==> config.mk <==
export PLATFORM = sky130hd
export DESIGN_NAME = agcm_ram
export DESIGN_NICKNAME = d
export VERILOG_FILES = /design/src/sv/agcm_ram.sv
export SDC_FILE = /design/constraint.sdc
export NUM_CORES = 2
export LEC_CHECK = 0
export ABC_AREA = 1
export BUFFER_PORTS_ARGS = -buffer_cell sky130_fd_sc_hd__buf_2
export CORE_AREA = 2 2 427 429
export CTS_BUF_LIST = sky130_fd_sc_hd__clkbuf_16
export DETAILED_ROUTE_END_ITERATION = 12
export DIE_AREA = 0 0 429 431
export PLACE_DENSITY = 0.59
export SYNTH_ARGS = -nofsm -noshare
export SYNTH_HDL_FRONTEND = slang
export SYNTH_SLANG_ARGS = --single-unit
==> constraint.sdc <==
create_clock -name clk_i -period 15 [get_ports clk_i]
set_clock_uncertainty 0.1 [all_clocks]
set_input_delay 4.5 -clock clk_i [delete_from_list [all_inputs] [get_ports clk_i]]
set_output_delay 4.5 -clock clk_i [all_outputs]
set_load 0.02 [all_outputs]
==> src/sv/agcm_ram.sv <==
`timescale 1ns / 1ps
module agcm_ram #(
  parameter int WIDTH = 128,
  parameter int DEPTH = 15,
  parameter int AW    = $clog2(DEPTH)
) (
  input  logic             clk_i,
  input  logic             we_i,
  input  logic [AW-1:0]    waddr_i,
  input  logic [WIDTH-1:0] wdata_i,
  input  logic [AW-1:0]    raddr_i,
  output logic [WIDTH-1:0] rdata_o
);
  logic [WIDTH-1:0] mem_q [DEPTH];

  always_ff @(posedge clk_i) begin
    if (we_i) mem_q[waddr_i] <= wdata_i;
    rdata_o <= mem_q[raddr_i];
  end
endmodule

# Word level (Yosys, flattened, before mapping)
# Memory sizes are Yosys's and may differ from the RTL's. A register that Yosys moved wholly into a read port is not among the register bits.
# Index checks and enable logic that the tools add are counted.
dict set report classes {
  n_mux 2
}
# op count
set op_table {}
lappend op_table {{$mux 1} 2}
dict set report word_totals {
  regBits 0
  ramBits 1920
  inputBits 138
  memories 1
}
# name depth width rd rd_ports_with_merged_regs write_ports line_no
set mem_list {}
lappend mem_list {mem_q 15 128 1 1 1 14} ;# logic [WIDTH-1:0] mem_q [DEPTH];

# Logic depth before layout (Yosys ltp)
dict set report logic_depth {
  word_depth 2
  ltp_mapped 11
  depth_no_buf 8
}

# Worst setup path before layout
# Ideal clock, no wire load.
dict set report synth_timing {
  path_type {input -> register}
  from {input port waddr_i[2]}
  to {memory mem_q[10][0] (enable)}
  setup_time_ps 617
  t_arrival_ps 10034
  setup_slack_ps 4249
  path_stages 2
  n_path_buf 0
  cell_sequence {nand3b_1 > nor2_1}
}
# item line_no
set synth_lines {}
lappend synth_lines {{from (decl)} 9} ;# input logic [AW-1:0] waddr_i,
lappend synth_lines {{to (decl)} 14}
# No word-level cell before the write port.

==> reports/metrics.cfg <==
[floorplanning]
design.die.area_um2 = 185000
die_extent_in_y_um = 431
dieWidth_um = 429
num_rows = 156
io_pins = 266
floorplan.initialDensity_pct = 44.9
core-area_um2 = 180000

[global_route]
first_pass_grt_wire_length_mm = 308
antenna_found_initial = 51
grt_overflow = 0
grt_pass1_vias = 48600
grt_use_total_pct = 22.1
pin_count_of_the_biggest_net_entering_global_routing = 229

[cells_and_area]
area.growth.synth_to_final_pct = 12.6
final_design_area_no_fill_um2 = 91000
final_common_cell = nand2_1
finish.utilization_pct = 50.5
final_layout_size_suffix_gt1_share_pct = 9.09
nNetsFinal = 7289
layout_common_cells = nand2_1 (2771), edfxtp_1 (1920), nand3_1 (1176)
layout.filler_cells = 15600

[routing]
routed_wirelength_mm = 206
first_iter_violations = 4758
antenna_violating_nets_post_route = 0
drt_pre_antenna_iters = 6
post_drt_via_cell_ratio = 5.22
drc_errors = 0
num_vias = 50800
routedWlPerCell_um = 21.2

[timing]
worst_pin_slew_ns = 1.23
grt_setup_unrepaired = false
final-setup-viol-count = 0
final.setup.worst_slack_ns = 7.43
setup_tns_ns = 0
max_transition_viols_final = 0
fin_crit_sh_pct = 50.4
max_freq_ghz = 0.132
slew_headroom_pct = 17.7
final_hold_viol_count = 0
layout_min_cycle_time_ns = 7.57

[synthesis]
synth_area_leaders = edfxtp_1 (71%), nand2_1 (13%), nand3_1 (7.3%)
mappedNetlistArea_um2 = 80900
synth.yosys.seq_area_share_pct = 74.5
synth.distinct_cells = 18
synth_largest_type_area_fraction_pct = 71.3
yosysTopAreaCell = edfxtp_1
synthFlopType = edfxtp_1
edff_count_synth = 1920
yosysWarningCount = 0
share_of_flip_flops_with_an_asynchronous_set_or_reset_after_synthesis_pct = 0
synth.net_count = 7137
postSynthRegisterBits = 2048
synth_cells = 6999
synth_area_per_cell_um2 = 11.6

[placement]
placed_cell_area_um2 = 84000
port_buffers = 265
globalplace.congestion = 0.740
place_ws_ns = 6.58
detailedPlacementHpwl_mm = 94.1

[cts]
cts_made_buffers = 210
htree_levels = 4
cts-hold-fix-buffers = 0
clock_sinks = 2048
clkTransAtPathRegs_ns = 0.06
root_buffer = clkbuf_16
tritoncts = done
cts-resized-gates = 0
worstSkewPairLatency_ns = 0.85
cts_setup_buffers = 0
cts_max_path_buffers = 3

[worst_setup_path]
worst-setup-path-type = in2reg
type_of_origin_of_the_critical_path = input pin
worstSetupStartpoint = raddr_i[0]
r2r-start = mem_q[11][49]$_DFFE_PP_
worstPathMaxFanout = 111
cp_data_required_time_ns = 15.69
end_kind = flip-flop
cp_data_arrival_time_ns = 8.26

[power_and_ir_drop]
leak_pwr_uw = 0.0354
vdd_ir_drop_max_mv = 0.0996
power_density_nw_per_um2 = 136

[run_status]
run_status = complete, no violations

[min_path]
class_of_the_tightest_hold_or_removal_check = reg2reg
worst_hold_startpoint = mem_q[14][94]$_DFFE_PP_

[flow_run]
maxCapViolations = 0

flip-flops by register name (all words and copies together), names as in the netlist:
name	flops
mem_q	1920
rdata_o	128
Yosys cell counts, types with 2 or more instances:
cell type / number
buf_1: 32
buf_2: 242
buf_4: 39
buf_6: 7
clkbuf_1: 75
dfxtp_1: 128
edfxtp_1: 1920
inv_1: 334
inv_2: 2
nand2_1: 2771
nand3_1: 1176
nand3b_1: 2
nor2_1: 242
o21ai_0: 6
or2_2: 20
stage by stage:
step           instances  power [uW]  hold slack [ns]
6_report            9727       12400            0.486
5_1_grt             9717       12800            0.524
4_1_cts             9707       12500            0.491
3_5_place_dp        9309        7310            0.478
2_1_floorplan       6999        7010            0.449
3_3_place_gp        9309        7300            0.481
report_power, final:
| group | internal (uW) | leakage [uW] | switching (uW) |
|---|---|---|---|
| clock network | 2970 | 0.00361 | 2220 |
| registers | 6400 | 0.0184 | 51.4 |
| logic | 190 | 0.0133 | 545 |
final cells by class:
| type | instances | area (um^2) | share of cell area, % |
|---|---|---|---|
| Sequential cell | 2048 | 60200 | 66.2 |
| Multi-Input combinational cell | 4218 | 17500 | 19.2 |
| Clock buffer | 210 | 5260 | 5.77 |
| Tap cell | 2370 | 2970 | 3.26 |
| Timing Repair Buffer | 336 | 2070 | 2.28 |
| Clock inverter | 188 | 1680 | 1.85 |
| Inverter | 337 | 1300 | 1.43 |
| Antenna cell | 20 | 50.0 | 0.0550 |
worst max-delay path, stage by stage:
cell and delay (ns):
buf_8 0.55, buf_4 0.86, buf_4 0.73, buf_4 0.78, nand2_1 0.13, nand3_1 0.13, nand3_1 0.10, nand2_1 0.10
nand2_1 0.05, nand2_1 0.09
cells by family (layout without fill, tap and decap cells):
group           count (synthesis)  after routing  share of synthesized area, %
buf+inv                       733           1071                          4.04
other cells                     0             20                             0
compound gates                  7              7                        0.0433
flops                        2048           2048                          74.5
simple gates                 4211           4211                          21.4
routing by layer:
| metal | global-route usage, % | vias to the layer above | wire length, um |
|---|---|---|---|
| met5 | 0 | - | 234 |
| met4 | 6.35 | 38 | 4610 |
| met3 | 4.31 | 335 | 14300 |
| met2 | 35.4 | 1520 | 96300 |
| met1 | 30.8 | 24900 | 90700 |
| li1 | - | 24000 | - |
final timing paths:
kind                                       endpoint  slack [ns]  cells past startpoint
worst min register to register  rdata_o[94]$_DFF_P_        0.49                      4
worst max-delay path            rdata_o[37]$_DFF_P_        7.43                     10
worst min-delay path            rdata_o[94]$_DFF_P_        0.49                      4
worst max register to register  rdata_o[49]$_DFF_P_       13.76                      6
Note: power is estimated with default switching activity, not from simulation.
