<file path="src/sv/agcm_pkg.sv">
`timescale 1ns / 1ps
package agcm_pkg;

  localparam int ROUND_COUNT = 14;
  localparam int BLOCK_BYTES = 16;
  localparam int RK_DEPTH    = ROUND_COUNT + 1;
  localparam int RK_AW       = 4;
  localparam int BLK_W       = 8 * BLOCK_BYTES;
  localparam int TOT_W       = 61;
  localparam logic [RK_AW-1:0] RK_LAST = RK_AW'(ROUND_COUNT);

  localparam logic [1:0] OP_AAD    = 2'd0;
  localparam logic [1:0] OP_TEXT   = 2'd1;
  localparam logic [1:0] OP_FINISH = 2'd2;
  localparam logic [1:0] OP_NONE   = 2'd3;

  localparam logic [1:0] STAT_OK       = 2'd0;
  localparam logic [1:0] STAT_MISMATCH = 2'd1;
  localparam logic [1:0] STAT_ORDER    = 2'd2;

  localparam logic KIND_TEXT = 1'b0;
  localparam logic KIND_TAG  = 1'b1;

  localparam logic [1:0] PH_IDLE = 2'd0;
  localparam logic [1:0] PH_AAD  = 2'd1;
  localparam logic [1:0] PH_TEXT = 2'd2;

  localparam logic [2:0] REG_KEY3  = 3'd0;
  localparam logic [2:0] REG_KEY2  = 3'd1;
  localparam logic [2:0] REG_KEY1  = 3'd2;
  localparam logic [2:0] REG_KEY0  = 3'd3;
  localparam logic [2:0] REG_NONCE_HI = 3'd4;
  localparam logic [2:0] REG_NONCE_LO = 3'd5;
  localparam logic [2:0] REG_MODE  = 3'd6;

  localparam logic [7:0] GF_POLY   = 8'h1b;
  localparam logic [7:0] GH_POLY   = 8'he1;

  typedef struct packed {
    logic              start;
    logic [BLK_W-1:0]  data;
  } agcm_req_t;

  typedef struct packed {
    logic              done;
    logic [BLK_W-1:0]  data;
  } agcm_rsp_t;

  localparam logic [7:0] SBOX [256] = '{
    8'h63, 8'h7c, 8'h77, 8'h7b, 8'hf2, 8'h6b, 8'h6f, 8'hc5,
    8'h30, 8'h01, 8'h67, 8'h2b, 8'hfe, 8'hd7, 8'hab, 8'h76,
    8'hca, 8'h82, 8'hc9, 8'h7d, 8'hfa, 8'h59, 8'h47, 8'hf0,
    8'had, 8'hd4, 8'ha2, 8'haf, 8'h9c, 8'ha4, 8'h72, 8'hc0,
    8'hb7, 8'hfd, 8'h93, 8'h26, 8'h36, 8'h3f, 8'hf7, 8'hcc,
    8'h34, 8'ha5, 8'he5, 8'hf1, 8'h71, 8'hd8, 8'h31, 8'h15,
    8'h04, 8'hc7, 8'h23, 8'hc3, 8'h18, 8'h96, 8'h05, 8'h9a,
    8'h07, 8'h12, 8'h80, 8'he2, 8'heb, 8'h27, 8'hb2, 8'h75,
    8'h09, 8'h83, 8'h2c, 8'h1a, 8'h1b, 8'h6e, 8'h5a, 8'ha0,
    8'h52, 8'h3b, 8'hd6, 8'hb3, 8'h29, 8'he3, 8'h2f, 8'h84,
    8'h53, 8'hd1, 8'h00, 8'hed, 8'h20, 8'hfc, 8'hb1, 8'h5b,
    8'h6a, 8'hcb, 8'hbe, 8'h39, 8'h4a, 8'h4c, 8'h58, 8'hcf,
    8'hd0, 8'hef, 8'haa, 8'hfb, 8'h43, 8'h4d, 8'h33, 8'h85,
    8'h45, 8'hf9, 8'h02, 8'h7f, 8'h50, 8'h3c, 8'h9f, 8'ha8,
    8'h51, 8'ha3, 8'h40, 8'h8f, 8'h92, 8'h9d, 8'h38, 8'hf5,
    8'hbc, 8'hb6, 8'hda, 8'h21, 8'h10, 8'hff, 8'hf3, 8'hd2,
    8'hcd, 8'h0c, 8'h13, 8'hec, 8'h5f, 8'h97, 8'h44, 8'h17,
    8'hc4, 8'ha7, 8'h7e, 8'h3d, 8'h64, 8'h5d, 8'h19, 8'h73,
    8'h60, 8'h81, 8'h4f, 8'hdc, 8'h22, 8'h2a, 8'h90, 8'h88,
    8'h46, 8'hee, 8'hb8, 8'h14, 8'hde, 8'h5e, 8'h0b, 8'hdb,
    8'he0, 8'h32, 8'h3a, 8'h0a, 8'h49, 8'h06, 8'h24, 8'h5c,
    8'hc2, 8'hd3, 8'hac, 8'h62, 8'h91, 8'h95, 8'he4, 8'h79,
    8'he7, 8'hc8, 8'h37, 8'h6d, 8'h8d, 8'hd5, 8'h4e, 8'ha9,
    8'h6c, 8'h56, 8'hf4, 8'hea, 8'h65, 8'h7a, 8'hae, 8'h08,
    8'hba, 8'h78, 8'h25, 8'h2e, 8'h1c, 8'ha6, 8'hb4, 8'hc6,
    8'he8, 8'hdd, 8'h74, 8'h1f, 8'h4b, 8'hbd, 8'h8b, 8'h8a,
    8'h70, 8'h3e, 8'hb5, 8'h66, 8'h48, 8'h03, 8'hf6, 8'h0e,
    8'h61, 8'h35, 8'h57, 8'hb9, 8'h86, 8'hc1, 8'h1d, 8'h9e,
    8'he1, 8'hf8, 8'h98, 8'h11, 8'h69, 8'hd9, 8'h8e, 8'h94,
    8'h9b, 8'h1e, 8'h87, 8'he9, 8'hce, 8'h55, 8'h28, 8'hdf,
    8'h8c, 8'ha1, 8'h89, 8'h0d, 8'hbf, 8'he6, 8'h42, 8'h68,
    8'h41, 8'h99, 8'h2d, 8'h0f, 8'hb0, 8'h54, 8'hbb, 8'h16
  };

  function automatic logic [7:0] sbox(input logic [7:0] b);
    return SBOX[b];
  endfunction

  function automatic logic [7:0] xtime(input logic [7:0] b);
    return {b[6:0], 1'b0} ^ (b[7] ? GF_POLY : 8'h00);
  endfunction

  // sub bytes, shift rows and (except in the last round) mix columns
  function automatic logic [BLK_W-1:0] aes_round(input logic [BLK_W-1:0] s, input logic last);
    logic [7:0] sb [16];
    logic [7:0] t  [16];
    logic [7:0] a0, a1, a2, a3;
    logic [BLK_W-1:0] r;
    for (int i = 0; i < 16; i++) sb[i] = sbox(s[BLK_W-1-8*i -: 8]);
    for (int c = 0; c < 4; c++)
      for (int k = 0; k < 4; k++) t[c*4+k] = sb[((c + k) % 4) * 4 + k];
    for (int c = 0; c < 4; c++) begin
      a0 = t[4*c]; a1 = t[4*c+1]; a2 = t[4*c+2]; a3 = t[4*c+3];
      if (!last) begin
        t[4*c]   = xtime(a0) ^ xtime(a1) ^ a1 ^ a2 ^ a3;
        t[4*c+1] = a0 ^ xtime(a1) ^ xtime(a2) ^ a2 ^ a3;
        t[4*c+2] = a0 ^ a1 ^ xtime(a2) ^ xtime(a3) ^ a3;
        t[4*c+3] = xtime(a0) ^ a0 ^ a1 ^ a2 ^ xtime(a3);
      end
    end
    for (int i = 0; i < 16; i++) r[BLK_W-1-8*i -: 8] = t[i];
    return r;
  endfunction

  function automatic logic [BLK_W-1:0] byte_mask(input logic [4:0] n);
    logic [BLK_W-1:0] m;
    for (int i = 0; i < BLOCK_BYTES; i++) m[BLK_W-1-8*i -: 8] = (5'(i) < n) ? 8'hff : 8'h00;
    return m;
  endfunction

endpackage

</file>
<file path="src/sv/agcm_aes.sv">
`timescale 1ns / 1ps
module agcm_aes import agcm_pkg::*; (
  input  logic              clk_i,
  input  logic              rst_ni,
  input  agcm_req_t         req_i,
  output logic [RK_AW-1:0]  raddr_o,
  input  logic [BLK_W-1:0]  rk_i,
  output agcm_rsp_t         rsp_o
);
  // cnt_q = index of the round key arriving from memory, plus one
  logic             busy_q, done_q;
  logic [RK_AW-1:0] cnt_q;
  logic [BLK_W-1:0] blk_q, st_q, st_d;

  always_comb begin
    if (cnt_q == RK_AW'(1)) st_d = blk_q ^ rk_i;
    else                    st_d = aes_round(st_q, cnt_q == RK_LAST + RK_AW'(1)) ^ rk_i;
    if (req_i.start)                          raddr_o = '0;
    else if (cnt_q == RK_LAST + RK_AW'(1))    raddr_o = '0;
    else                                      raddr_o = cnt_q;
  end

  assign rsp_o.done = done_q;
  assign rsp_o.data = st_q;

  always_ff @(posedge clk_i or negedge rst_ni) begin
    if (!rst_ni) begin
      busy_q <= 1'b0;
      done_q <= 1'b0;
      cnt_q  <= '0;
    end else begin
      done_q <= 1'b0;
      if (req_i.start) begin
        blk_q  <= req_i.data;
        cnt_q  <= RK_AW'(1);
        busy_q <= 1'b1;
      end else if (busy_q) begin
        st_q  <= st_d;
        cnt_q <= cnt_q + RK_AW'(1);
        if (cnt_q == RK_LAST + RK_AW'(1)) begin
          busy_q <= 1'b0;
          done_q <= 1'b1;
        end
      end
    end
  end
endmodule

</file>
<file path="config.mk">
export PLATFORM = sky130hd
export DESIGN_NAME = agcm_aes
export DESIGN_NICKNAME = d
export VERILOG_FILES = /design/src/sv/agcm_pkg.sv /design/src/sv/agcm_aes.sv
export SDC_FILE = /design/constraint.sdc
export NUM_CORES = 2
export LEC_CHECK = 0
export BUFFER_PORTS_ARGS = -buffer_cell sky130_fd_sc_hd__clkbuf_2
export CORE_ASPECT_RATIO = 0.5
export CORE_UTILIZATION = 30
export DETAILED_ROUTE_END_ITERATION = 8
export MAX_ROUTING_LAYER = met4
export SLEW_MARGIN = 30
export SYNTH_ARGS = -nofsm -noshare
export SYNTH_HDL_FRONTEND = slang
export SYNTH_SLANG_ARGS = --single-unit
</file>
<file path="constraint.sdc">
create_clock -name clk_i -period 6.2 [get_ports clk_i]
set_clock_uncertainty 0.15 [all_clocks]
set_input_delay 0.31 -clock clk_i [delete_from_list [all_inputs] [get_ports clk_i]]
set_output_delay 0.31 -clock clk_i [all_outputs]
set_load 0.03 [all_outputs]
</file>
Word level (Yosys, flattened, before mapping)
Memory sizes are Yosys's and may differ from the RTL's.
Index checks and enable logic that the tools add are counted.
W data, S select, Z words.

operators by class
  magnitude comparators = 16
  eq/ne operators = 2
  add/subtract/negate cells = 1
  reductions and logical operators = 3
  muxes and demuxes = 67
  bitwise operators = 99

operators with widths
  kind                   count
  $xor A8 B8 Y8          64
  $mux W32               8
  $mux W8                32
  $xor A128 B128 Y128    2
  $ge A9 B9 Y1 const B   16
  $not A8 Y9             16
  $mux W128              1
  $xor A8 B5 Y8          16
  $mux W5                16
  $mux W4                4
  $mux W1                6
  $add A4 B1 Y4 const B  1
  $eq A4 B1 Y1 const B   1
  $eq A4 B4 Y1 const B   1
  $reduce_and A3 Y1      1
  $reduce_and A2 Y1      1
  $reduce_bool A2 Y1     1
  $not A1 Y1             1

word-level totals
  memory bits (read-only) = 32768
  memories = 16
  register bits = 262
  output and inout bits = 133

memories
  name              depth  bits a word  read ports  clocked after memory_dff  write ports  RTL line        text
  (no name shown)   256    8            1           0                         0            agcm_pkg.sv:85  return SBOX[b];
  (no name shown)   256    8            1           0                         0            agcm_pkg.sv:85
  (no name shown)   256    8            1           0                         0            agcm_pkg.sv:85
  (no name shown)   256    8            1           0                         0            agcm_pkg.sv:85
  (no name shown)   256    8            1           0                         0            agcm_pkg.sv:85
  (no name shown)   256    8            1           0                         0            agcm_pkg.sv:85
  10 more memories  -      -            -           -                         -            -

Depth between registers and ports, before layout
  depth after elaboration = 14
  gate-level depth with buffers = 18
  gate-level depth less buffers = 12

Worst setup path before layout
No wires, ideal clock.

  path kind = register to register
  start point = reg st_q[57]
  end point = reg st_q[42], data pin
  slack = 1287 ps
  buffers on the path = 5
  setup time = 260 ps
  arrival time = 4503 ps
  data required time = 5790 ps
  stages on the path, launching flop included = 18
  path through = edfxtp_1 buf_2 clkbuf_1 clkbuf_1 inv_1 ha_1 clkbuf_1 and2_0 clkbuf_1 o21ai_0 nor2b_1 o21ai_0 mux4_2 a211oi_2 xnor2_1 xnor3_1 o221ai_1 xnor2_1

between the ends
  longest elaborated chain between the ends = 12

ends and longest elaborated chain
  item                                        RTL line         text
  from (decl)                                 agcm_aes.sv:13   logic [BLK_W-1:0] blk_q, st_q, st_d;
  from (signal assigned)                      agcm_aes.sv:38   st_q <= st_d;
  $not A8 Y9 (not written as such)            agcm_pkg.sv:85
  $mem_v2 Z256 W8                             -
  $mux W8 (not written as such) (2 in a row)  agcm_pkg.sv:85
  $xor A8 B8 Y8 (4 in a row)                  agcm_pkg.sv:106  t[4*c+2] = a0 ^ a1 ^ xtime(a2) ^ xtime(a3) ^ a3;
  $mux W32                                    agcm_pkg.sv:103  if (!last) begin
  $mux W32                                    agcm_aes.sv:16   if (cnt_q == RK_AW'(1)) st_d = blk_q ^ rk_i;
  $xor A128 B128 Y128                         agcm_aes.sv:17   else st_d = aes_round(st_q, cnt_q == RK_LAST + RK_AW'(1)) ^ rk_i;
  $mux W128                                   agcm_aes.sv:16
  via st_d[42]                                agcm_aes.sv:13

The timed path passes the listed nets, and every way through them passes these cells. The select of a mux whose other input is x is not followed.
A chain may end at the register's enable or synchronous reset.

Final worst setup path
  start point = reg st_q[24]
  end point = reg st_q[0], data pin

between the ends
  longest elaborated chain between the ends = 14

ends and longest elaborated chain
  item                                          RTL line         text
  $not A8 Y9 (not written as such) *            agcm_pkg.sv:85
  $mem_v2 Z256 W8 *                             -
  $mux W8 (not written as such) * (2 in a row)  agcm_pkg.sv:85
  $mux W5                                       agcm_pkg.sv:89   return {b[6:0], 1'b0} ^ (b[7] ? GF_POLY : 8'h00);
  $xor A8 B5 Y8                                 agcm_pkg.sv:89
  $xor A8 B8 Y8 * (4 in a row)                  agcm_pkg.sv:107  t[4*c+3] = xtime(a0) ^ a0 ^ a1 ^ a2 ^ xtime(a3);
  $mux W32 *                                    agcm_pkg.sv:103
  $mux W32 *                                    agcm_aes.sv:16
  $xor A128 B128 Y128 *                         agcm_aes.sv:17
  $mux W128 *                                   agcm_aes.sv:16
  via st_d[0]                                   agcm_aes.sv:13

The timed path passes the listed nets; every way through them passes the cells marked *. The select of a mux whose other input is x is not followed.

==> results.cfg <==
[outcome]
outcome = finished with violations
violations = DRC

[floorplanning]
die-area_sq_um = 240000
die_width_um = 692
io_pins = 392
die_h_um = 347
rows = 126
core_area_sq_um = 236000
start_util_pct = 30.2

[finish]
multi_input_area_sq_um = 57400
layout.nets = 10100
syn_to_final_growth_pct = 10.8
postLayoutCellArea_sq_um = 79000
layout-drive-gt1-share_pct = 14.9
final.fill_count = 25200
regArea_sq_um = 7840

[flow_run]
drv_cap = 0

[global_routing]
grt_start_max_net_pins = 146
overflow = 0
grt_pass1_wl_mm = 585
antenna_found_initial = 20
grt_pass1_vias = 80400
groute.usage.overall_pct = 32.7

[cts]
h-tree-depth = 2
clockBufferDepth = 3
ctsHoldBuffers = 205
post-cts-setup-buffers = 0
post_cts_resized = 0
clkTransAtPathRegs_ps = 70
clkLatencyLatePin_ps = 620
root_buffer = clkbuf_16
cts_tree = yes
cts_buffers = 38
cts_sinks = 262

[routing]
drt-initial-drc-count = 17600
drt-vias-per-instance = 6.90
route.antenna.remaining_nets = 0
dr.pass1.iters = 9
route.detailed.drc = 10
wl_per_cell_um = 31.7
vias = 88400
wl_mm = 407

[sta]
finalSetupViolCount = 0
finalSetupTns_ps = 0
slew_headroom_pct = 24.0
period_share_pct = 92.5
min_period_ps = 5730
maxSlewViolCount = 0
max_freq_ghz = 0.174
hold_viol_final = 0
worst_pin_slew_ps = 1140
rsz0062_at_grt = false

[synthesis]
syn-instance-count = 9725
ys_types = 131
syn_area_per_cell_sq_um = 7.33
syn-cell-area_sq_um = 71300
synth-seq-area-share_pct = 11.0
ys_warn_count = 0
synth_ff_type = edfxtp_1
async_flop_share_pct = 2.29
synth-seq-cells = 262
synth_edf_count = 256
syn_nets = 10200

[setup_path]
end_kind = flip-flop
slowest_delay_ps = 680
crit_type = reg -> reg
path_cells = inv_1 > ha_1 > nor2b_1 > nor3_1 > o211ai_1 > o2111ai_1 > o32a_1 > xor2_2 > xor2_1 > xnor2_1 > o21ai_0 > xor2_1
crit_top_cell = xor2_1
worst_ep_required_time_ps = 6360
slowest_stage = xor2_1
cp-start-kind = flip-flop
worstPathArrival_ps = 5890
crit_fanout = 21

[place]
dpl-instance-area_sq_um = 75500
place.port_buffers = 391
dp_hpwl_mm = 292
gp_congestion = 1.08

[min_path]
min-delay-path-class = in -> reg
-- metal layers --
layer | track usage, % | routed length (um) | vias up
met5 | - | 0 | -
met3 | 8.00 | 51800 | 1563
met4 | 17.6 | 28400 | 0
li1 | - | - | 37200
met1 | 41.6 | 155000 | 42300
met2 | 47.7 | 171000 | 7357
-- worst max-delay path, delay by kind of cell, from the launching register on --
family	cells	cell delay [ps]
buffers and inverters	1	430
AO/OA/AOI/OAI	4	1350
XOR/XNOR	4	1680
AND/OR/NAND/NOR	2	740
flip-flops	1	390
adder cells (fa/ha/maj)	1	660
-- placed cells by master (no fill, tap or decap), drive strengths merged, types with 49 or more instances in the layout --
cell type	instances
a21oi	781
nor2	695
nand2	682
o21ai	674
buf	443
clkbuf	431
nand2b	361
nor3	330
nor2b	324
xnor2	309
nand3	301
edfxtp	256
ha	229
a31oi	215
mux4	207
o211ai	207
dlygate4sd3	205
a211oi	200
xor2	185
o311ai	164
a311oi	151
inv	151
o31ai	132
o22ai	128
a221oi	115
mux2i	103
and2	100
or2	94
o221ai	82
or3	79
nor3b	77
a22oi	62
a21o	60
mux2	59
and3	59
a2111oi	55
a211o	54
o2111ai	52
o32ai	49
nand3b	49
-- cell type report --
class	count	share of cell area [%]
inverter	172	0.817
tap	3136	4.97
clock inverter	28	0.436
antenna	18	0.0570
sequential	262	9.92
clock buffer	40	1.24
timing repair buffer	1039	9.84
multi-input combinational	8117	72.7
-- worst paths after layout --
| check | slack [ps] | from | cells after the start | endpoint |
|---|---|---|---|---|
| max reg2reg | 470 | st_q[24] | 12 | st_q[0] |
| max | 470 | st_q[24] | 12 | st_q[0] |
| max in group asynchronous | 5070 | rst_ni | 3 | done_q |
| min | 40 | rk_i[8] | 2 | st_q[8] |
| min in group asynchronous | 590 | rst_ni | 3 | cnt_q[3] |
| min reg2reg | 460 | cnt_q[1] | 2 | cnt_q[1] |
-- cells in the mapped netlist, types with 128 or more instances --
cell / instances / area share (%)
edfxtp_1: 256 / 11
xnor2_1: 299 / 3.7
nand2b_1: 361 / 3.2
xor2_1: 179 / 2.2
nor3_1: 330 / 2.3
o21ai_0: 656 / 4.6
o22ai_1: 128 / 1.1
a21oi_1: 780 / 5.5
mux4_2: 207 / 6.5
o311ai_0: 157 / 1.9
nor2b_1: 324 / 2.8
inv_1: 135 / 0.71
a211oi_1: 191 / 2.0
ha_1: 229 / 4.0
o211ai_1: 204 / 2.1
a311oi_1: 150 / 1.8
clkbuf_1: 572 / 3.0
nor2_1: 687 / 3.6
nand2_1: 679 / 3.6
o31ai_1: 130 / 1.4
buf_2: 413 / 2.9
nand3_1: 300 / 2.1
a31oi_1: 213 / 1.9
-- flip-flops by register name (all words and copies together) (netlist names) --
signal  flops
st_q      128
busy_q      1
cnt_q       4
done_q      1
blk_q     128
-- cell families after synthesis --
family | Yosys count | synth area share (%)
compound gates | 3674 | 36.0
xor+xnor | 545 | 7.85
fa+ha+maj | 229 | 4.02
buf+inv | 1346 | 8.58
flops | 262 | 11.0
mux | 369 | 8.93
simple gates | 3300 | 23.6
-- metrics by stage --
step | utilization [%] | setup WS [ps] | hold slack (ps) | instances
final | 33.4 | 465 | 37.8 | 12800
after global routing | 33.4 | 449 | 4.21 | 12800
after CTS | 33.4 | 651 | 0.553 | 12800
after detailed placement | 32.0 | 635 | 10.7 | 12500
after global placement | 32.0 | 450 | 8.99 | 12500
after floorplan | - | 1290 | -136 | 9725
Power is left out: the tool's default activity adds up to more than one toggle a clock period on the data nets, which glitch-free logic cannot reach.
