==> config.mk <==
export PLATFORM = sky130hd
export DESIGN_NAME = agcm_ghash
export DESIGN_NICKNAME = d
export VERILOG_FILES = /design/src/sv/agcm_pkg.sv /design/src/sv/agcm_ghash.sv
export SDC_FILE = /design/constraint.sdc
export NUM_CORES = 1
export LEC_CHECK = 0
export BUFFER_PORTS_ARGS = -buffer_cell sky130_fd_sc_hd__buf_2
export CAP_MARGIN = 20
export CORE_AREA = 3 3 252 254
export DETAILED_ROUTE_END_ITERATION = 8
export DIE_AREA = 0 0 255 257
export GPL_ROUTABILITY_DRIVEN = 0
export GPL_TIMING_DRIVEN = 1
export HOLD_SLACK_MARGIN = 0.05
export PLACE_DENSITY = 0.74
export SLEW_MARGIN = 20
export SYNTH_ARGS = -nofsm -noshare
export SYNTH_HDL_FRONTEND = slang
export SYNTH_SLANG_ARGS = --single-unit
==> constraint.sdc <==
create_clock -name clk_i -period 11.49 [get_ports clk_i]
set_input_delay 0 -clock clk_i [delete_from_list [all_inputs] [get_ports clk_i]]
set_output_delay 0 -clock clk_i [all_outputs]
set_load 0.1 [all_outputs]
==> src/sv/agcm_pkg.sv <==
`timescale 1ns / 1ps
package agcm_pkg;

  localparam int ROUND_COUNT = 14;
  localparam int BLOCK_BYTES = 16;
  localparam int RK_DEPTH    = ROUND_COUNT + 1;
  localparam int RK_AW       = 4;
  localparam int BLK_W       = 8 * BLOCK_BYTES;
  localparam int TOT_W       = 61;
  localparam logic [RK_AW-1:0] RK_LAST = RK_AW'(ROUND_COUNT);

  localparam logic [1:0] OP_AAD    = 2'd0;
  localparam logic [1:0] OP_TEXT   = 2'd1;
  localparam logic [1:0] OP_FINISH = 2'd2;
  localparam logic [1:0] OP_NONE   = 2'd3;

  localparam logic [1:0] STAT_OK       = 2'd0;
  localparam logic [1:0] STAT_MISMATCH = 2'd1;
  localparam logic [1:0] STAT_ORDER    = 2'd2;

  localparam logic KIND_TEXT = 1'b0;
  localparam logic KIND_TAG  = 1'b1;

  localparam logic [1:0] PH_IDLE = 2'd0;
  localparam logic [1:0] PH_AAD  = 2'd1;
  localparam logic [1:0] PH_TEXT = 2'd2;

  localparam logic [2:0] REG_KEY3  = 3'd0;
  localparam logic [2:0] REG_KEY2  = 3'd1;
  localparam logic [2:0] REG_KEY1  = 3'd2;
  localparam logic [2:0] REG_KEY0  = 3'd3;
  localparam logic [2:0] REG_NONCE_HI = 3'd4;
  localparam logic [2:0] REG_NONCE_LO = 3'd5;
  localparam logic [2:0] REG_MODE  = 3'd6;

  localparam logic [7:0] GF_POLY   = 8'h1b;
  localparam logic [7:0] GH_POLY   = 8'he1;

  typedef struct packed {
    logic              start;
    logic [BLK_W-1:0]  data;
  } agcm_req_t;

  typedef struct packed {
    logic              done;
    logic [BLK_W-1:0]  data;
  } agcm_rsp_t;

  localparam logic [7:0] SBOX [256] = '{
    8'h63, 8'h7c, 8'h77, 8'h7b, 8'hf2, 8'h6b, 8'h6f, 8'hc5,
    8'h30, 8'h01, 8'h67, 8'h2b, 8'hfe, 8'hd7, 8'hab, 8'h76,
    8'hca, 8'h82, 8'hc9, 8'h7d, 8'hfa, 8'h59, 8'h47, 8'hf0,
    8'had, 8'hd4, 8'ha2, 8'haf, 8'h9c, 8'ha4, 8'h72, 8'hc0,
    8'hb7, 8'hfd, 8'h93, 8'h26, 8'h36, 8'h3f, 8'hf7, 8'hcc,
    8'h34, 8'ha5, 8'he5, 8'hf1, 8'h71, 8'hd8, 8'h31, 8'h15,
    8'h04, 8'hc7, 8'h23, 8'hc3, 8'h18, 8'h96, 8'h05, 8'h9a,
    8'h07, 8'h12, 8'h80, 8'he2, 8'heb, 8'h27, 8'hb2, 8'h75,
    8'h09, 8'h83, 8'h2c, 8'h1a, 8'h1b, 8'h6e, 8'h5a, 8'ha0,
    8'h52, 8'h3b, 8'hd6, 8'hb3, 8'h29, 8'he3, 8'h2f, 8'h84,
    8'h53, 8'hd1, 8'h00, 8'hed, 8'h20, 8'hfc, 8'hb1, 8'h5b,
    8'h6a, 8'hcb, 8'hbe, 8'h39, 8'h4a, 8'h4c, 8'h58, 8'hcf,
    8'hd0, 8'hef, 8'haa, 8'hfb, 8'h43, 8'h4d, 8'h33, 8'h85,
    8'h45, 8'hf9, 8'h02, 8'h7f, 8'h50, 8'h3c, 8'h9f, 8'ha8,
    8'h51, 8'ha3, 8'h40, 8'h8f, 8'h92, 8'h9d, 8'h38, 8'hf5,
    8'hbc, 8'hb6, 8'hda, 8'h21, 8'h10, 8'hff, 8'hf3, 8'hd2,
    8'hcd, 8'h0c, 8'h13, 8'hec, 8'h5f, 8'h97, 8'h44, 8'h17,
    8'hc4, 8'ha7, 8'h7e, 8'h3d, 8'h64, 8'h5d, 8'h19, 8'h73,
    8'h60, 8'h81, 8'h4f, 8'hdc, 8'h22, 8'h2a, 8'h90, 8'h88,
    8'h46, 8'hee, 8'hb8, 8'h14, 8'hde, 8'h5e, 8'h0b, 8'hdb,
    8'he0, 8'h32, 8'h3a, 8'h0a, 8'h49, 8'h06, 8'h24, 8'h5c,
    8'hc2, 8'hd3, 8'hac, 8'h62, 8'h91, 8'h95, 8'he4, 8'h79,
    8'he7, 8'hc8, 8'h37, 8'h6d, 8'h8d, 8'hd5, 8'h4e, 8'ha9,
    8'h6c, 8'h56, 8'hf4, 8'hea, 8'h65, 8'h7a, 8'hae, 8'h08,
    8'hba, 8'h78, 8'h25, 8'h2e, 8'h1c, 8'ha6, 8'hb4, 8'hc6,
    8'he8, 8'hdd, 8'h74, 8'h1f, 8'h4b, 8'hbd, 8'h8b, 8'h8a,
    8'h70, 8'h3e, 8'hb5, 8'h66, 8'h48, 8'h03, 8'hf6, 8'h0e,
    8'h61, 8'h35, 8'h57, 8'hb9, 8'h86, 8'hc1, 8'h1d, 8'h9e,
    8'he1, 8'hf8, 8'h98, 8'h11, 8'h69, 8'hd9, 8'h8e, 8'h94,
    8'h9b, 8'h1e, 8'h87, 8'he9, 8'hce, 8'h55, 8'h28, 8'hdf,
    8'h8c, 8'ha1, 8'h89, 8'h0d, 8'hbf, 8'he6, 8'h42, 8'h68,
    8'h41, 8'h99, 8'h2d, 8'h0f, 8'hb0, 8'h54, 8'hbb, 8'h16
  };

  function automatic logic [7:0] sbox(input logic [7:0] b);
    return SBOX[b];
  endfunction

  function automatic logic [7:0] xtime(input logic [7:0] b);
    return {b[6:0], 1'b0} ^ (b[7] ? GF_POLY : 8'h00);
  endfunction

  // sub bytes, shift rows and (except in the last round) mix columns
  function automatic logic [BLK_W-1:0] aes_round(input logic [BLK_W-1:0] s, input logic last);
    logic [7:0] sb [16];
    logic [7:0] t  [16];
    logic [7:0] a0, a1, a2, a3;
    logic [BLK_W-1:0] r;
    for (int i = 0; i < 16; i++) sb[i] = sbox(s[BLK_W-1-8*i -: 8]);
    for (int c = 0; c < 4; c++)
      for (int k = 0; k < 4; k++) t[c*4+k] = sb[((c + k) % 4) * 4 + k];
    for (int c = 0; c < 4; c++) begin
      a0 = t[4*c]; a1 = t[4*c+1]; a2 = t[4*c+2]; a3 = t[4*c+3];
      if (!last) begin
        t[4*c]   = xtime(a0) ^ xtime(a1) ^ a1 ^ a2 ^ a3;
        t[4*c+1] = a0 ^ xtime(a1) ^ xtime(a2) ^ a2 ^ a3;
        t[4*c+2] = a0 ^ a1 ^ xtime(a2) ^ xtime(a3) ^ a3;
        t[4*c+3] = xtime(a0) ^ a0 ^ a1 ^ a2 ^ xtime(a3);
      end
    end
    for (int i = 0; i < 16; i++) r[BLK_W-1-8*i -: 8] = t[i];
    return r;
  endfunction

  function automatic logic [BLK_W-1:0] byte_mask(input logic [4:0] n);
    logic [BLK_W-1:0] m;
    for (int i = 0; i < BLOCK_BYTES; i++) m[BLK_W-1-8*i -: 8] = (5'(i) < n) ? 8'hff : 8'h00;
    return m;
  endfunction

endpackage

==> src/sv/agcm_ghash.sv <==
`timescale 1ns / 1ps
module agcm_ghash import agcm_pkg::*; (
  input  logic              clk_i,
  input  logic              rst_ni,
  input  agcm_req_t         req_i,
  input  logic [BLK_W-1:0]  h_i,
  output agcm_rsp_t         rsp_o
);
  // eight multiplier bits per cycle, msb first
  logic             busy_q, done_q;
  logic [3:0]       cnt_q;
  logic [BLK_W-1:0] a_q, z_q, v_q, a_d, z_d, v_d;

  always_comb begin
    a_d = a_q;
    z_d = z_q;
    v_d = v_q;
    for (int j = 0; j < 8; j++) begin
      if (a_d[BLK_W-1]) z_d = z_d ^ v_d;
      v_d = {1'b0, v_d[BLK_W-1:1]} ^ (v_d[0] ? {GH_POLY, 120'd0} : '0);
      a_d = {a_d[BLK_W-2:0], 1'b0};
    end
  end

  assign rsp_o.done = done_q;
  assign rsp_o.data = z_q;

  always_ff @(posedge clk_i or negedge rst_ni) begin
    if (!rst_ni) begin
      busy_q <= 1'b0;
      done_q <= 1'b0;
      cnt_q  <= '0;
    end else begin
      done_q <= 1'b0;
      if (req_i.start) begin
        a_q    <= req_i.data;
        z_q    <= '0;
        v_q    <= h_i;
        cnt_q  <= '0;
        busy_q <= 1'b1;
      end else if (busy_q) begin
        a_q   <= a_d;
        z_q   <= z_d;
        v_q   <= v_d;
        cnt_q <= cnt_q + 4'd1;
        if (cnt_q == 4'd15) begin
          busy_q <= 1'b0;
          done_q <= 1'b1;
        end
      end
    end
  end
endmodule

Word-level counts from Yosys, hierarchy flattened
Cells that the tools add are included.
{ "word_totals": {"out_inout_bits": 129, "input_bits": 259, "word_cells": 55, "ff_bits": 390} }
{ "op_classes": {"eq_ne": 1, "bitwise_logic": 16, "n_mux": 29, "n_reduce_logical": 2, "addsub": 1} }
{ "ops": {"columns": ["op", "n"], "rows": [
  ["$mux 128", 21],
  ["$xor 127x128->128", 8],
  ["$xor 128x128->128", 8],
  ["$mux 4", 2],
  ["$mux 1", 6],
  ["$add 4x1->4 const B", 1],
  ["$eq 4x4->1 const B", 1],
  ["$reduce_and 2->1", 1],
  ["$reduce_bool 2->1", 1]
]} }

Longest topological paths before layout
Gate-level depths: netlist of run 1.
{ "depth": {"word_depth": 18, "mapped_depth": 9, "ltp_nobuf": 6} }

Worst setup path before layout of run 1
Ideal clock, no wire load.
{ "synth_timing": {"kind": "input-to-reg", "startpoint": "input req_i[128] (netlist bit)", "endpoint": "register a_q[0], enable pin", "path_stages": 4, "n_path_buf": 2, "arrival_time_ns": 11.906, "setup_ns": 0.905, "setup_slack_ns": -1.321, "required_time_ns": 10.585, "cell_sequence": "clkbuf_1 -> clkbuf_1 -> nor2_1 -> nor2b_1"} }
{ "synth_between": {"elab_chain_cells": 2} }
{ "synth_rtl": {"columns": ["element", "line", "source"], "rows": [
  ["start, declared", "agcm_ghash.sv:5", "input agcm_req_t req_i,"],
  ["$reduce_bool 2->1 (no source line)", null, null],
  ["$reduce_and 2->1 (no source line)", null, null],
  ["end signal, assigned", "agcm_ghash.sv:36", "a_q <= req_i.data;"],
  ["end, declared", "agcm_ghash.sv:12", "logic [BLK_W-1:0] a_q, z_q, v_q, a_d, z_d, v_d;"]
]} }
No other way between the ends.
A chain may end at the register's enable or synchronous reset.

Worst setup path after layout of run 1
{ "layout_timing": {"startpoint": "input req_i[128] (netlist bit)", "endpoint": "register a_q[33], enable pin"} }
The elaborated chain is that of the path after synthesis.

==> results of run 1 <==
## placed cells by master, fill, tap and decap left out, types with 3 or more instances in the layout
cell type      netlist  final
nand2_1            997    997
xnor2_1            634    634
buf_2               85    385
edfxtp_1           384    384
dlygate4sd3_1        0    263
xor2_1             253    253
mux2_2             243    243
a21oi_1            134    134
o21ai_0            124    124
or3_1              115    115
clkbuf_16            0     47
nor2_1              34     34
buf_4               17     25
xnor3_1             16     16
inv_1               11     10
o221ai_1             9      9
a211oi_1             8      8
and2_1               8      8
inv_6                0      7
bufinv_16            0      7
clkinv_2             0      7
nand3_1              6      6
dfrtp_1              6      6
nand2b_1             5      5
mux2i_1              5      5
clkinv_1             0      5
clkbuf_1           197      5
clkinvlp_4           0      5
o211ai_1             4      4
a211o_1              3      3
## logic make-up (layout without fill, tap and decap cells)
kind of cell,count (synthesis),count (layout),share of synthesized area
AND/OR/NAND/NOR,1176,1176,0.1560
XOR/XNOR,908,908,0.2694
flip-flops,390,390,0.3816
buffers and inverters,331,776,0.04937
AO/OA/AOI/OAI,295,295,0.05228
multiplexers,248,248,0.09102
adder cells (fa/ha/maj),1,1,0.0004087
other,0,2,0
## worst min-delay path, delay by kind of cell
family	cells	cell delay, ps
and+or+nand+nor	1	110
buffers and inverters	2	600
## layer usage
metal	share of wire	wire [um]	GRT usage
met3	0.071	6152	0.05054
met5	0.00039	34	0
met4	0.046	3942	0.1094
met1	0.41	35150	0.3381
met2	0.48	41010	0.4212
## worst paths after layout
check                           end  slack (ps)       start
hold / removal               a_q[7]         220    req_i[7]
setup reg to reg           z_q[119]        8000    a_q[126]
hold reg to reg             a_q[78]         550     a_q[70]
setup / recovery            a_q[33]        7650  req_i[128]
max in group asynchronous  cnt_q[3]       10540      rst_ni
min in group asynchronous    done_q         400      rst_ni
## area by class of cell
cell class	instances	share of cell area
Multi-Input combinational cell	2628	0.4765
Clock buffer	52	0.03268
Antenna cell	2	0.0001369
Timing Repair Buffer	677	0.1314
Clock inverter	35	0.01150
Tap cell	790	0.02703
Inverter	12	0.001300
Sequential cell	390	0.3194
## through the flow
step	hold WS, ps	setup WS [ps]	power, W	instance area, um^2	instances
3_5_place_dp	286.7	7604	0.004519	32310	4234
5_1_grt	226.5	7382	0.006461	36560	4584
2_1_floorplan	-295.6	3668	0.004051	30610	3349
3_3_place_gp	280.8	7653	0.004466	32310	4234
4_1_cts	193.2	7638	0.006191	36560	4584
6_report	221.5	7650	0.006166	36570	4586
## sequential cells by signal, summed over array words and instances, names as in the netlist
| name | flops |
|---|---|
| z_q | 128 |
| done_q | 1 |
| a_q | 128 |
| busy_q | 1 |
| v_q | 128 |
| cnt_q | 4 |
## power by group
part / switching (W) / total (W) / internal, W
registers: 0.000188 / 0.00199 / 0.00180
logic: 0.00161 / 0.00259 / 0.000979
clock network: 0.000666 / 0.00159 / 0.000923
total: 0.00246 / 0.00617 / 0.00370
## repair_timing
action                                  CTS  global route
endpoints found under the setup margin    0             0
hold buffers                            263             0
setup buffers                             0             0
hold endpoints to repair                298             0
==> results.toml, run 1 <==
[setup_path]
cp.depth = 7
critical_path_class = "in -> reg"
arrival_ps = 4060
cp_top_family = "buffers and inverters"
cp_cell_sequence = "dlygate4sd3_1, buf_8, nor2_1, nor2b_4, buf_4, buf_4, buf_4"
cp_common_cell = "buf_4"
cpPeakStageDelay_ps = 830
crit_fanout = 104
rr_worst_depth = 8
slowest_stage = "buf_4"
start_kind = "primary input"
required_ps = 11710
critPathCaptureType = "flop"
crit_buf_inv = 5

[finish]
fillers = 5176
postLayoutCoreUtil = 0.5948
drive_gt1_frac = 0.1958
ff_latch_area_um2 = 11680
area_growth_pct = 19.46
multi_input_area_um2 = 17430
nNetsFinal = 4016

[sta]
fin_tns_setup_ps = 0
slew_headroom = 0.2575
setup_viol_count_final = 0
period_share = 0.3342
fmax_mhz = 260.4
finalHoldViolations = 0
worst_clock_skew_ps = 23.70
drv_slew = 0
min_period_ps = 3840
tightest_slew_ps = 1114
rsz0062_at_grt = "false"

[clock_tree]
clockBufferDepth = 3
cts_root_buf = "clkbuf_16"
cts_tree = "built"
clk_latency_ps = 600
ctsResizeCount = 0
cts-htree-levels = 2
numCtsBuffers = 47
cts_sinks = 390
clkTransAtPathRegs_ps = 60

[power_and_ir_drop]
total_leakage_power_nw = 14.04
vdd_drop_max_mv = 0.1392
power_density_nw_per_um2 = 168.6

[global_route]
grt_pass1_wl_um = 136200
grt_pass1_vias = 24070
grt_max_degree = 154
grt_usage = 0.2594
grt_overflow = 0
antenna_found_initial = 5

[placed_design]
port_buffers = 387
hpwl_um = 54440

[route]
drt_iter0_markers = 2222
num_vias = 24770
drc = 0
viasPerCell = 5.402
ant_nets = 0
firstDrtPassIters = 5
drt-total-wl_um = 86290
routedWlPerCell_um = 18.82

[synthesis]
synth_top_area_frac = 0.3767
synth_edf_count = 384
synth-seq-cells = 390
synthesis.nets = 3609
synth_async_sr_flop_share = 0.01538
synth_area_leader_cell = "edfxtp_1"
yosysSeqAreaShare = 0.3816
ys.flop_type = "edfxtp_1"
synth_area_per_cell_um2 = 9.141
synth_common_cells = "997 x nand2_1, 634 x xnor2_1, 384 x edfxtp_1"
synth_most_common_cell = "nand2_1"
synthCells = 3349
synthDistinctLibCells = 50
synthTopCellsByArea = "edfxtp_1 38%, xnor2_1 18%, nand2_1 12%"
syn_area_um2 = 30610
synth_warnings = 0

[hold_path]
min_delay_path_depth = 3
hp-class = "in -> reg"

[floorplan]
rows = 91
core_area_um2 = 61480
io_pins = 388
fp.dieH_um = 257
initial_utilization = 0.4979
die-area_um2 = 65540
die_x_um = 255

[run]
drv_cap = 0

[status]
outcome = "finished, final reports clean"
(Power assumes the default switching activity.)
==> inputs of run 2 (changes only) <==
PLACE_DENSITY = 0.71   (was 0.74)
clock period = 4 ns   (was 11.49 ns; I/O delays follow)
==> run 2 against run 1 <==
  * Via count rose by 0.96%
  * Sequential power rose to 2.9 times the previous value
  * Final cell count rose by 0.76%
  * Sequential cell count did not move
  * Global-route usage rose by 0.99 points
  * Count of clock-buffer cells in the layout fell by 4
  * Cell area rose by 1.2%
  * First-iteration DRC count fell by 5.0%
  * Worst setup slack got worse by 6300 ps
  * Wire length rose by 3.9%
  * Non-clock buffer count rose by 36
  * Register-to-register slack got worse by 6700 ps
==> results.toml, run 2 (same netlist as run 1, synthesis figures left out) <==
[status]
outcome = "finished, final reports clean"

[setup_path]
required_ps = 4320
cp_top_family = "XOR/XNOR gates"
slowest_stage = "edfxtp_1"
arrival_ps = 3010
cpPeakStageDelay_ps = 590
crit_buf_inv = 1
critical_path_class = "reg -> reg"
start_kind = "flop"
cp_cell_sequence = "buf_4, xor2_1, nand2_1, xor3_1, xnor3_1, mux2i_1, nor2_1"
critPathCaptureType = "flop"
crit_fanout = 10

[placed_design]
hpwl_um = 54840
port_buffers = 387
placed_cells = 4248
dp_slack_ps = 1289

[global_route]
antenna_found_initial = 3
grt_pass1_wl_um = 140400
grt_usage = 0.2693
grt_max_degree = 115
grt_overflow = 0
grt_pass1_vias = 24590

[sta]
min_period_ps = 2692
setup_slack_ps = 1308
setup_viol_count_final = 0
rsz0062_at_grt = "false"
tightest_slew_ps = 875.3
slew_headroom = 0.4165
period_share = 0.6730
drv_slew = 0
fmax_mhz = 371.5
fin_tns_setup_ps = 0
hold_ws_ps = 235.1
finalHoldViolations = 0
worst_clock_skew_ps = 13.79

[power_and_ir_drop]
power_density_nw_per_um2 = 471.5
vdd_drop_max_mv = 0.4162
p_total_w = 0.01745
total_leakage_power_nw = 14.21

[clock_tree]
clk_latency_ps = 600
clkTransAtPathRegs_ps = 70
cts-htree-levels = 2
clockBufferDepth = 3
cts_tree = "built"
ctsResizeCount = 0
cts_root_buf = "clkbuf_16"
cts_sinks = 390
numCtsBuffers = 46

[route]
drt_iter0_markers = 2112
num_vias = 25010
viasPerCell = 5.412
routedWlPerCell_um = 19.40
ant_nets = 0
firstDrtPassIters = 6
drc = 0
drt-total-wl_um = 89630

[finish]
largestRegisters = "a_q x128, v_q x128, z_q x128"
finalNonFillerCells = 4621
area_growth_pct = 20.90
drive_gt1_frac = 0.1977
nNetsFinal = 4051
final_common_cell = "nand2_1"
fillers = 5042
final_cell_mix = "997 x nand2_1, 634 x xnor2_1, 385 x buf_2"

[floorplan]
initial_utilization = 0.4979
die_x_um = 255
io_pins = 388
fp.dieH_um = 257
rows = 91
die-area_um2 = 65540
core_area_um2 = 61480

[hold_path]
hp-class = "in -> reg"

[run]
drv_cap = 0
run 2: changes by cell type in the layout (fill, tap and decap cells not counted), sizes merged:
| cell | before | now |
|---|---|---|
| dlygate4sd3 | 263 | 284 |
| buf | 414 | 429 |
| clkinv | 14 | 23 |
| inv | 21 | 16 |
| bufinv | 7 | 3 |
| clkbuf | 52 | 48 |
| clkinvlp | 5 | 8 |
run 2: layout make-up:
class	count	area, um^2	share of cell area
repair buffers	713	5344	0.1444
clock inverters	38	351.6	0.009500
multi-input cells	2628	17430	0.4711
clock buffers	48	1159	0.03130
inverters	12	47.55	0.001285
well taps	790	988.4	0.02671
flip-flops and latches	390	11680	0.3156
diodes	2	5.005	0.0001352
run 2: repair_timing:
item                                   CTS  global route
hold buffers                           284             0
endpoints found under the hold margin  339             0
setup buffers                            0             0
run 2: worst paths after layout:
kind / start / endpoint / slack [ps] / depth (start not counted)
max: v_q[0] / z_q[119] / 1310 / 7
max in group asynchronous: rst_ni / busy_q / 3100 / 3
min: req_i[0] / a_q[0] / 240 / 3
min in group asynchronous: rst_ni / cnt_q[2] / 530 / 3
max reg2reg: v_q[0] / z_q[119] / 1310 / 7
min reg2reg: cnt_q[3] / cnt_q[3] / 540 / 2
run 2: routing by layer:
layer | up-vias | routed length (um) | GRT usage | part of all wire
li1 | 11810 | - | - | -
met1 | 11980 | 35620 | 0.3439 | 0.40
met2 | 1030 | 43770 | 0.4551 | 0.49
met3 | 190 | 6729 | 0.04669 | 0.075
met4 | 2 | 3493 | 0.1026 | 0.039
met5 | - | 13 | 0 | 0.00015
run 2: tightest hold or removal path, cell delays in order:
cell           delay (ps)
dlygate4sd3_1         520
buf_2                 100
and2_1                110
run 2: where the power goes:
| group | internal (W) | switching [W] | leakage [nW] |
|---|---|---|---|
| clock network | 0.00234 | 0.00193 | 0.714 |
| logic | 0.00288 | 0.00456 | 9.60 |
| registers | 0.00517 | 0.000567 | 3.89 |
run 2: per-stage QoR:
| stage | utilization | instance area [um^2] |
|---|---|---|
| detailed placement | 0.5308 | 32640 |
| global route | 0.6019 | 37010 |
| CTS | 0.6016 | 36990 |
| floorplan | - | 30640 |
| finish | 0.6020 | 37010 |
| global placement | 0.5308 | 32640 |
